`src/design/mm3_pkg.sv`:
```
`timescale 1ns / 1ps

package mm3_pkg;

    localparam logic [31:0] MIX_C1     = 32'hCC9E2D51;
    localparam logic [31:0] MIX_C2     = 32'h1B873593;
    localparam logic [31:0] FOLD_ADD   = 32'hE6546B64;
    localparam logic [31:0] AVAL_M1    = 32'h85EBCA6B;
    localparam logic [31:0] AVAL_M2    = 32'hC2B2AE35;
    localparam logic [31:0] SEED_RESET = 32'h93C467E3;

    localparam logic [2:0] FULL_COUNT = 3'd4;

    localparam int S_TDATA_W = 40;
    localparam int M_TDATA_W = 64;

    localparam int QUEUE_DEPTH = 4;
    localparam int QUEUE_PTR_W = 2;
    localparam int QUEUE_CNT_W = 3;

    typedef struct packed {
        logic [31:0] word;     // masked to the valid bytes
        logic [2:0]  count;    // 0 to 4
        logic        finish;   // ends the message
    } q_item_t;

    typedef enum logic [2:0] {
        ST_IDLE,
        ST_MIX1,
        ST_MIX2,
        ST_FOLD,
        ST_AVAL1,
        ST_AVAL2,
        ST_EMIT
    } back_state_t;

endpackage

```
`src/design/mm3_front.sv`:
```
`timescale 1ns / 1ps

module mm3_front (
    input  logic                            aclk,
    input  logic                            aresetn,
    input  logic                            s_tvalid,
    output logic                            s_tready,
    input  logic [mm3_pkg::S_TDATA_W-1:0]   s_tdata,    // data_word[31:0], byte_count[34:32]
    input  logic                            s_tlast,
    output logic                            push_valid,
    input  logic                            push_ready,
    output mm3_pkg::q_item_t                push_item
);

    logic             in_valid_reg;
    logic             in_valid_next;
    mm3_pkg::q_item_t item_reg;
    mm3_pkg::q_item_t item_next;
    logic [2:0]       count_sat;
    logic [31:0]      word_in;

    assign word_in   = s_tdata[31:0];
    assign count_sat = (s_tdata[34:32] > mm3_pkg::FULL_COUNT) ? mm3_pkg::FULL_COUNT
                                                             : s_tdata[34:32];

    assign s_tready   = !in_valid_reg || push_ready;
    assign push_valid = in_valid_reg;
    assign push_item  = item_reg;

    always_comb begin
        item_next     = item_reg;
        in_valid_next = in_valid_reg;
        if (in_valid_reg && push_ready) begin
            in_valid_next = 1'b0;
        end
        if (s_tvalid && s_tready) begin
            in_valid_next    = 1'b1;
            item_next.count  = count_sat;
            item_next.finish = s_tlast || (count_sat != mm3_pkg::FULL_COUNT);
            case (count_sat)
                3'd0:    item_next.word = 32'h0;
                3'd1:    item_next.word = {24'h0, word_in[7:0]};
                3'd2:    item_next.word = {16'h0, word_in[15:0]};
                3'd3:    item_next.word = {8'h0, word_in[23:0]};
                default: item_next.word = word_in;
            endcase
        end
    end

    always_ff @(posedge aclk) begin
        if (!aresetn) begin
            in_valid_reg <= 1'b0;
        end else begin
            in_valid_reg <= in_valid_next;
        end
        item_reg <= item_next;
    end

endmodule

```
`src/design/mm3_queue.sv`:
```
`timescale 1ns / 1ps

module mm3_queue (
    input  logic             aclk,
    input  logic             aresetn,
    input  logic             push_valid,
    output logic             push_ready,
    input  mm3_pkg::q_item_t push_item,
    output logic             pop_valid,
    input  logic             pop_ready,
    output mm3_pkg::q_item_t pop_item
);

    mm3_pkg::q_item_t                      slot_reg [mm3_pkg::QUEUE_DEPTH];
    logic [mm3_pkg::QUEUE_PTR_W-1:0]       wr_ptr_reg;
    logic [mm3_pkg::QUEUE_PTR_W-1:0]       wr_ptr_next;
    logic [mm3_pkg::QUEUE_PTR_W-1:0]       rd_ptr_reg;
    logic [mm3_pkg::QUEUE_PTR_W-1:0]       rd_ptr_next;
    logic [mm3_pkg::QUEUE_CNT_W-1:0]       count_reg;
    logic [mm3_pkg::QUEUE_CNT_W-1:0]       count_next;
    logic                                  do_push;
    logic                                  do_pop;

    assign push_ready = (count_reg != mm3_pkg::QUEUE_CNT_W'(mm3_pkg::QUEUE_DEPTH));
    assign pop_valid  = (count_reg != '0);
    assign pop_item   = slot_reg[rd_ptr_reg];
    assign do_push    = push_valid && push_ready;
    assign do_pop     = pop_valid && pop_ready;

    always_comb begin
        wr_ptr_next = do_push ? wr_ptr_reg + 1'b1 : wr_ptr_reg;
        rd_ptr_next = do_pop ? rd_ptr_reg + 1'b1 : rd_ptr_reg;
        count_next  = count_reg;
        if (do_push && !do_pop) begin
            count_next = count_reg + 1'b1;
        end else if (do_pop && !do_push) begin
            count_next = count_reg - 1'b1;
        end
    end

    always_ff @(posedge aclk) begin
        if (!aresetn) begin
            wr_ptr_reg <= '0;
            rd_ptr_reg <= '0;
            count_reg  <= '0;
        end else begin
            wr_ptr_reg <= wr_ptr_next;
            rd_ptr_reg <= rd_ptr_next;
            count_reg  <= count_next;
        end
        if (do_push) begin
            slot_reg[wr_ptr_reg] <= push_item;
        end
    end

endmodule

```
`src/design/mm3_back.sv`:
```
`timescale 1ns / 1ps

module mm3_back (
    input  logic                            aclk,
    input  logic                            aresetn,
    input  logic [31:0]                     seed,
    input  logic                            pop_valid,
    output logic                            pop_ready,
    input  mm3_pkg::q_item_t                pop_item,
    output logic                            m_tvalid,
    input  logic                            m_tready,
    output logic [mm3_pkg::M_TDATA_W-1:0]   m_tdata     // hash[31:0], total_length[63:32]
);

    mm3_pkg::back_state_t state_reg;
    mm3_pkg::back_state_t state_next;

    logic [31:0] k_reg,        k_next;
    logic [2:0]  cnt_reg,      cnt_next;
    logic        fin_reg,      fin_next;
    logic [31:0] hash_reg,     hash_next;
    logic [31:0] len_reg,      len_next;
    logic        at_start_reg, at_start_next;
    logic        out_valid_reg, out_valid_next;
    logic [31:0] out_hash_reg, out_hash_next;
    logic [31:0] out_len_reg,  out_len_next;

    logic [31:0] k_rot;
    logic [31:0] mix;
    logic [31:0] mix_rot;
    logic [31:0] fold;
    logic [31:0] av1;
    logic [31:0] av2;

    assign k_rot   = {k_reg[16:0], k_reg[31:17]};
    assign mix     = hash_reg ^ k_reg;
    assign mix_rot = {mix[18:0], mix[31:19]};
    assign fold    = {mix_rot[29:0], 2'b00} + mix_rot + mm3_pkg::FOLD_ADD;
    assign av1     = (hash_reg ^ len_reg) ^ ((hash_reg ^ len_reg) >> 16);
    assign av2     = hash_reg ^ (hash_reg >> 13);

    assign m_tvalid = out_valid_reg;
    assign m_tdata  = {out_len_reg, out_hash_reg};

    always_comb begin
        state_next     = state_reg;
        k_next         = k_reg;
        cnt_next       = cnt_reg;
        fin_next       = fin_reg;
        hash_next      = hash_reg;
        len_next       = len_reg;
        at_start_next  = at_start_reg;
        out_valid_next = out_valid_reg;
        out_hash_next  = out_hash_reg;
        out_len_next   = out_len_reg;
        pop_ready      = 1'b0;
        if (out_valid_reg && m_tready) begin
            out_valid_next = 1'b0;
        end
        case (state_reg)
            mm3_pkg::ST_IDLE: begin
                pop_ready = 1'b1;
                if (pop_valid) begin
                    k_next   = pop_item.word;
                    cnt_next = pop_item.count;
                    fin_next = pop_item.finish;
                    if (at_start_reg) begin
                        hash_next     = seed;
                        len_next      = '0;
                        at_start_next = 1'b0;
                    end
                    state_next = mm3_pkg::ST_MIX1;
                end
            end
            mm3_pkg::ST_MIX1: begin
                k_next     = k_reg * mm3_pkg::MIX_C1;
                state_next = mm3_pkg::ST_MIX2;
            end
            mm3_pkg::ST_MIX2: begin
                k_next     = k_rot * mm3_pkg::MIX_C2;
                state_next = mm3_pkg::ST_FOLD;
            end
            mm3_pkg::ST_FOLD: begin
                hash_next  = (cnt_reg == mm3_pkg::FULL_COUNT) ? fold : mix;
                len_next   = len_reg + {29'h0, cnt_reg};
                state_next = fin_reg ? mm3_pkg::ST_AVAL1 : mm3_pkg::ST_IDLE;
            end
            mm3_pkg::ST_AVAL1: begin
                hash_next  = av1 * mm3_pkg::AVAL_M1;
                state_next = mm3_pkg::ST_AVAL2;
            end
            mm3_pkg::ST_AVAL2: begin
                hash_next  = av2 * mm3_pkg::AVAL_M2;
                state_next = mm3_pkg::ST_EMIT;
            end
            mm3_pkg::ST_EMIT: begin
                if (!out_valid_reg || m_tready) begin
                    out_hash_next  = hash_reg ^ (hash_reg >> 16);
                    out_len_next   = len_reg;
                    out_valid_next = 1'b1;
                    at_start_next  = 1'b1;
                    state_next     = mm3_pkg::ST_IDLE;
                end
            end
            default: begin
                state_next = mm3_pkg::ST_IDLE;
            end
        endcase
    end

    always_ff @(posedge aclk) begin
        if (!aresetn) begin
            state_reg <= mm3_pkg::ST_IDLE;
        end else begin
            state_reg <= state_next;
        end
    end

    always_ff @(posedge aclk) begin
        if (!aresetn) begin
            at_start_reg  <= 1'b1;
            out_valid_reg <= 1'b0;
        end else begin
            at_start_reg  <= at_start_next;
            out_valid_reg <= out_valid_next;
        end
        k_reg        <= k_next;
        cnt_reg      <= cnt_next;
        fin_reg      <= fin_next;
        hash_reg     <= hash_next;
        len_reg      <= len_next;
        out_hash_reg <= out_hash_next;
        out_len_reg  <= out_len_next;
    end

endmodule

```
`src/design/murmur3_stream_hash_core.sv`:
```
`timescale 1ns / 1ps
// MurmurHash3 (x86_32) of a byte message streamed as little-endian 32-bit words.
// Input channel s_*: one word per transaction, byte_count of 4 for a full word,
// 0 to 3 for a short final word; s_tlast or a short word ends the message.
// Output channel m_*: one transaction per finished message with the hash and
// the byte length. cfg_wr_en/cfg_wr_data load the seed, used at each message start.
// Sequencer: the back sequencer fetches, runs two multiply steps and folds each
// word before it takes the next; a message end adds the avalanche and output load.
// A 4-entry queue between front register and sequencer absorbs bursts.
// The last word reaches m_tvalid through front register, queue and sequencer.
// Reset: queue and registers empty, s_tready high, m_tvalid low, seed back to
// 0x93C467E3, next word starts a new message.
// Stall: a finished result waits in the output register while the sequencer
// keeps working; it blocks only when a second result is ready, and s_tready
// drops once the queue and front register fill.
module murmur3_stream_hash_core (
    input  logic                            aclk,
    input  logic                            aresetn,
    input  logic                            s_tvalid,
    output logic                            s_tready,
    input  logic [mm3_pkg::S_TDATA_W-1:0]   s_tdata,    // data_word[31:0], byte_count[34:32]
    input  logic                            s_tlast,
    output logic                            m_tvalid,
    input  logic                            m_tready,
    output logic [mm3_pkg::M_TDATA_W-1:0]   m_tdata,    // hash[31:0], total_length[63:32]
    input  logic                            cfg_wr_en,
    input  logic [31:0]                     cfg_wr_data
);

    logic [31:0]      seed_reg;
    logic             push_valid;
    logic             push_ready;
    mm3_pkg::q_item_t push_item;
    logic             pop_valid;
    logic             pop_ready;
    mm3_pkg::q_item_t pop_item;

    always_ff @(posedge aclk) begin
        if (!aresetn) begin
            seed_reg <= mm3_pkg::SEED_RESET;
        end else if (cfg_wr_en) begin
            seed_reg <= cfg_wr_data;
        end
    end

    mm3_front u_front (
        .aclk       (aclk),
        .aresetn    (aresetn),
        .s_tvalid   (s_tvalid),
        .s_tready   (s_tready),
        .s_tdata    (s_tdata),
        .s_tlast    (s_tlast),
        .push_valid (push_valid),
        .push_ready (push_ready),
        .push_item  (push_item)
    );

    mm3_queue u_queue (
        .aclk       (aclk),
        .aresetn    (aresetn),
        .push_valid (push_valid),
        .push_ready (push_ready),
        .push_item  (push_item),
        .pop_valid  (pop_valid),
        .pop_ready  (pop_ready),
        .pop_item   (pop_item)
    );

    mm3_back u_back (
        .aclk      (aclk),
        .aresetn   (aresetn),
        .seed      (seed_reg),
        .pop_valid (pop_valid),
        .pop_ready (pop_ready),
        .pop_item  (pop_item),
        .m_tvalid  (m_tvalid),
        .m_tready  (m_tready),
        .m_tdata   (m_tdata)
    );

endmodule

```
`config.mk`:
```
export PLATFORM = sky130hd
export DESIGN_NAME = murmur3_stream_hash_core
export DESIGN_NICKNAME = d
export VERILOG_FILES = /design/src/design/mm3_pkg.sv /design/src/design/mm3_front.sv /design/src/design/mm3_queue.sv /design/src/design/mm3_back.sv /design/src/design/murmur3_stream_hash_core.sv
export SDC_FILE = /design/constraint.sdc
export NUM_CORES = 2
export LEC_CHECK = 0
export BUFFER_PORTS_ARGS = -buffer_cell sky130_fd_sc_hd__buf_2
export CAP_MARGIN = 30
export CELL_PAD_IN_SITES_DETAIL_PLACEMENT = 0
export CELL_PAD_IN_SITES_GLOBAL_PLACEMENT = 1
export CORE_MARGIN = 10
export CORE_UTILIZATION = 25
export DETAILED_ROUTE_END_ITERATION = 7
export GPL_ROUTABILITY_DRIVEN = 0
export PLACE_DENSITY = 0.55
export SLEW_MARGIN = 20
export SYNTH_ARGS = -nofsm -noshare
export SYNTH_HDL_FRONTEND = slang
export SYNTH_SLANG_ARGS = --single-unit
```
`constraint.sdc`:
```
create_clock -name aclk -period 21.1 [get_ports aclk]
set_clock_uncertainty 0.1 [all_clocks]
set_input_delay 4.22 -clock aclk [delete_from_list [all_inputs] [get_ports aclk]]
set_output_delay 4.22 -clock aclk [all_outputs]
set_load 0.01 [all_outputs]
```
* Yosys cells after proc, flatten, opt, wreduce, memory -nomap -nowiden
Memory sizes are Yosys's and may differ from the RTL's. A register that Yosys moved wholly into a read port is not among the register bits.
Cells that the tools add are included.
** Operators by class
- Add/subtract/negate cells :: 7
- $mul :: 4
- Magnitude comparators :: 1
- Equality and inequality tests :: 15
- Muxes and demuxes :: 30
- Bitwise operators :: 5
- Reductions and logical operators :: 29
** Operators with widths (number)
- case mux 32 bit (4 select lines) :: 2
- 2-to-1 mux 32 bit :: 6
- case mux 32 bit (3 select lines) :: 1
- multiplier 32 x 31 -> 32 bit (second input constant) :: 2
- case mux 32 bit (2 select lines) :: 1
- XOR 32 x 16 -> 32 bit :: 2
- XOR 32 bit :: 2
- adder 32 x 3 -> 32 bit :: 1
- adder 32 bit :: 1
- adder 32 bit (second input constant) :: 1
- multiplier 32 x 29 -> 32 bit (second input constant) :: 1
- multiplier 32 x 32 -> 32 bit (second input constant) :: 1
- XOR 32 x 19 -> 32 bit :: 1
- case mux 3 bit (7 select lines) :: 1
- 2-to-1 mux 3 bit :: 6
- == test 3 x 2 -> 1 bit (second input constant) :: 4
- == test 3 bit (second input constant) :: 4
- 2-to-1 mux 1 bit :: 10
- AND reduction 3 bit :: 3
- AND reduction 2 bit :: 4
- nonzero test 2 bit :: 4
- == test 3 x 1 -> 1 bit (second input constant) :: 2
- logical AND 1 bit :: 6
- logical NOT 3 bit :: 2
- 13 further kinds :: 23
** Storage, ports and cells
- Register bits :: 245
- Memory bits (writable) :: 144
- Bits of input ports :: 78
- Memories kept :: 1
** Memory list
- u_queue.slot_reg :: words 4, width 36, rd ports 1, clocked after memory_dff 1, write ports 1, line mm3_queue.sv:14 : mm3_pkg::q_item_t slot_reg [mm3_pkg::QUEUE_DEPTH];

* Longest topological paths before layout
- Word-level depth :: 6
- Depth in mapped cells :: 29
- Gate-level depth less buffers :: 27

* Hierarchy
Synthesis repeated with hierarchy kept, for this count alone.
** Second synthesis, totals
- Cells, all modules :: 4779
- Area total of the unflattened synthesis :: 51897.3 um^2
** Modules (own cells, without submodules)
- mm3_back :: instances 1, cells an instance 4359, area each 43581.8 um^2, seq. area each 5024.8 um^2
- mm3_queue :: instances 1, cells an instance 236, area each 5744.3 um^2, seq. area each 4504.3 um^2
- mm3_front :: instances 1, cells an instance 81, area each 1378.8 um^2, seq. area each 1101.1 um^2
- murmur3_stream_hash_core :: instances 1, cells an instance 103, area each 1192.4 um^2, seq. area each 640.6 um^2

* Worst setup path after synthesis
OpenSTA, ideal clock, no wires.
- Path kind :: register -> register
- Start :: register u_back.hash_reg[22]
- End :: register u_back.hash_reg[27] (data pin)
- Library setup time :: 0.263 ns
- Arrival time :: 7.431 ns
- Data required time :: 20.737 ns
- Slack :: 13.306 ns
- Cell stages (with the launch flop) :: 27
- Period minus slack after synthesis :: 7.794 ns
- Cell sequence :: edfxtp_1 clkbuf_1 xor2_1 inv_1 xnor2_1 xnor2_1 ha_1 or2_2 fa_1 fa_1 inv_1 fa_1 fa_1 inv_1 fa_1 fa_1 fa_1 ha_1 and3_1 nand2_1 or4_1 o22ai_1 a211oi_1 o21ai_1 xor2_1 a221oi_1 a21oi_1
** Between the ends
- Longest elaborated chain between the ends :: 5
- Elaborated cells between the ends (all ways) :: 10
- Those cells by class :: add/sub (2); mul (2); mux (2); bitwise (4)
** Ends and longest elaborated chain
- start: declaration :: line mm3_back.sv:21 : logic [31:0] hash_reg, hash_next;
- start signal: assignment :: line mm3_back.sv:130 : hash_reg <= hash_next;
- parallel branches: the longest is 4 deep, another holds multiplier 32 x 32 -> 32 bit
- case mux 32 bit (4 select lines) * :: line mm3_back.sv:60 : case (state_reg)
- via u_back.hash_next[27] :: line mm3_back.sv:21
Mark *: on every way through the listed nets, which the timed path passes.
A chain may end at the register's enable or synchronous reset.

* Final worst setup path
- Start :: register u_back.hash_reg[23]
- End :: register u_back.hash_reg[27] (data pin)
Same word-level chain as after synthesis.

==> reports/results.env <==
ACTUAL_TRANSITION_AT_THE_WORST_MAX_TRANSITION_PIN_NS=0.9926
WORSTREGTOREGCELLS=27
CTS-HTREE-LEVELS=2
DIE_Y_UM=473.8
SETUP.WORST_PATH.START_CLASS='flip-flop'
YOSYSUNIQUECELLTYPES=74
FLOORPLAN.DIE_AREA_MM2=0.2245
CELL_TYPE_WITH_THE_LARGEST_TOTAL_AREA_AFTER_SYNTHESIS='sky130_fd_sc_hd__fa_1'
POST_SYNTH.CELL_AREA_AVG_UM2=10.79
TIMING.SLEW.HEADROOM=0.3383
CTS-BUFFERS-INSERTED=47
WORSTSKEWPAIRLATENCY_NS=0.66
MAXIMUM_NUMBER_OF_PINS_ON_ONE_NET_BEFORE_GLOBAL_ROUTE_REPAIR=54
FINALHOLDVIOLATIONS=0
CORE_AREA_MM2=0.2048
DRV_CAP=0
OUTCOME='complete, no violations'
CTS_MAX_PATH_BUFFERS=3
SYNTHCELLS=4773
YOSYSSEQAREASHARE=0.2189
TIMING.FINAL.CRIT_PERIOD_NS=9.665
CRIT_SLOWEST_CELL='sky130_fd_sc_hd__edfxtp_1'
CP.DEPTH=27
DRT-PASS1-ITER-COUNT=6
R2R_START='u_back.hash_reg[23]$_DFFE_PP_'
FIN_CELLS=7689
HOLD_BUFFERS=0
VIAS_IN_THE_FIRST_GLOBAL_ROUTE=36500
POSTSYNTH.TOPFLOPCELL='sky130_fd_sc_hd__edfxtp_1'
CRIT_FAMILY='adder cells'
SYNTH_TOP_CELLS_BY_AREA='sky130_fd_sc_hd__fa_1, sky130_fd_sc_hd__edfxtp_1, sky130_fd_sc_hd__ha_1'
POST_SYNTH_INSTANCE_AREA_MM2=0.05149
TRITONCTS='yes'
CP.BUFFERS_INVERTERS=5
FMAX_MHz=103.5
SYNTH-SEQ-CELLS=391
ASYNC_RESET_FF_FRAC=0
LARGEST_REG_FLOPS=144
CPMOSTUSEDCELL='sky130_fd_sc_hd__fa_1'
PLACEMENT_ROWS=166
CTS.SINK_COUNT=391
SETUP.WORST_PATH.END_CLASS='flip-flop'
PATH_CLK_SLEW_NS=0.06
TIMING.HOLD.WORST_PATH_DEPTH=1
DRC=0
DIE_X_UM=473.8
FINALSETUPTNS_NS=0
MIN_PATH_TYPE='reg2reg'
SETUP_REPAIR_AFTER_GLOBAL_ROUTING_MISSED_ITS_MARGIN='no'
FINALNETCOUNT=6582
POSTCTSSETUPBUFFERS=0
SYNTH_FP_NETS=6392
WORSTPATHARRIVAL_NS=9.94
HOLD_START='u_back.at_start_reg$_SDFFE_PN1P_'
ANTENNA_VIOLATING_NETS_POST_ROUTE=0
SETUP_VIOL=0
AREAGROWTHSYNTHTOFINISH_PCT=11.78
WORST_EP_REQUIRED_TIME_NS=21.37
LAYOUT_WORST_PATH_CYCLE_SHARE=0.4581
CRITICAL_PATH.MAX_STAGE_DELAY_NS=0.64
GR-TOTAL-OVERFLOW=0
CRIT_START='u_back.hash_reg[23]$_DFFE_PP_'
GROUTE.USAGE.OVERALL=0.1527
PLACE_INST=7600
CTS.ROOT.BUFFER_CELL='sky130_fd_sc_hd__clkbuf_16'
SYNTH_TOP_AREA_SHARE=0.2850
TOP_LEVEL_PORTS=144
CRITICAL_PATH.MAX_FANOUT=6
NUMBER_OF_I_O_PORT_BUFFERS=138
WARNING_COUNT_FROM_THE_YOSYS_RUN=0
DP_HPWL_UM=144000
INITIAL_ANTENNA_VIOLATION_COUNT=1
DRT_ITER0_DRC=1909
POST_ROUTE_CELLS_DRIVE_ABOVE_1_SHARE=0.07340
REPORT.FINAL.SLEW_VIOL_COUNT=0
FLOORPLAN.INITIALDENSITY=0.2514
ROUTED_WIRE_LENGTH_PER_INSTANCE_UM=22.23
NUM_VIAS=33490
POST_CTS_RESIZE_COUNT=0
SYNTH_ENABLE_FLOP_CELLS=344
DRT-TOTAL-WL_UM=170900
CRITICALPATHCATEGORY='reg2reg'
GLOBAL_ROUTE_WIRE_LENGTH_BEFORE_REPAIR_UM=252000
VIASPERCELL=4.355
[path summary, 6_finish.rpt]
kind                                                         end  slack, ns
worst max register to register     u_back.hash_reg[27]$_DFFE_PP_      11.43
worst max-delay path               u_back.hash_reg[27]$_DFFE_PP_      11.43
worst min register to register  u_back.at_start_reg$_SDFFE_PN1P_       0.37
worst min-delay path            u_back.at_start_reg$_SDFFE_PN1P_       0.37
[cells in the mapped netlist (all sizes together) (8+ instances only)]
master / instances
o21bai: 13
mux2i: 38
and2: 25
o22ai: 21
nand2b: 26
o31ai: 9
nor2: 174
o21a: 16
o211ai: 11
nand2: 119
xnor2: 253
fa: 733
buf: 12
edfxtp: 344
nand3: 35
a221oi: 11
a21o: 49
xor2: 133
o21ai: 111
clkbuf: 69
or2: 10
a22oi: 28
a31oi: 16
ha: 808
nor3: 25
and3: 13
mux4: 36
dfxtp: 47
a21oi: 151
a211oi: 26
or3: 11
inv: 1256
nand4: 14
nor2b: 47
nor4: 8
[cell usage in the layout, fill, tap and decap left out, drive strengths merged, types with 38 or more instances in the layout]
master	synthesis	routed
a21o	49	49
mux2i	38	38
nand2	119	119
o21ai	111	111
clkbuf	69	53
buf	12	222
dfxtp	47	47
nor2	174	174
a21oi	151	151
ha	808	808
fa	733	733
xor2	133	133
edfxtp	344	344
nor2b	47	47
inv	1256	1265
xnor2	253	253
[routing by layer]
layer | vias to the layer above | global-route usage | part of all wire
met4 | 0 | 0.03418 | 0.024
met3 | 155 | 0.02231 | 0.046
li1 | 15720 | - | -
met5 | - | 0 | 0
met2 | 706 | 0.2554 | 0.47
met1 | 16910 | 0.2082 | 0.46
[metrics by stage]
stage	hold WS, ns	cell area, um^2	utilization	worst slack (ns)
2_1_floorplan	0.3244	51490	-	13.31
3_3_place_gp	0.3446	55820	0.2726	11.53
3_5_place_dp	0.3544	56000	0.2734	11.39
4_1_cts	0.3701	57540	0.2810	11.39
5_1_grt	0.3963	57560	0.2810	11.18
6_report	0.3671	57560	0.2811	11.43
[cells by family (layout without fill, tap and decap cells)]
logic type | count (synthesis) | after routing | synth area share
AO/OA/AOI/OAI | 513 | 513 | 0.06342
AND/OR/NAND/NOR | 529 | 529 | 0.04942
buffers and inverters | 1337 | 1564 | 0.09751
XOR/XNOR | 387 | 387 | 0.06609
multiplexers | 75 | 75 | 0.02335
adder cells (fa/ha/maj) | 1541 | 1541 | 0.4813
flip-flops | 391 | 391 | 0.2189
other | 0 | 1 | 0
[area by class of cell]
cell class	instances	area, um^2
Antenna cell	1	2.502
Clock buffer	53	1219
Clock inverter	33	329.1
Fill cell	21600	147200
Inverter	1256	4715
Multi-Input combinational cell	3045	35250
Sequential cell	391	11270
Tap cell	2688	3363
Timing Repair Buffer	222	1404
Power is not shown: default switching activity piles up to over one toggle a cycle in this logic, so the estimate is an artifact.
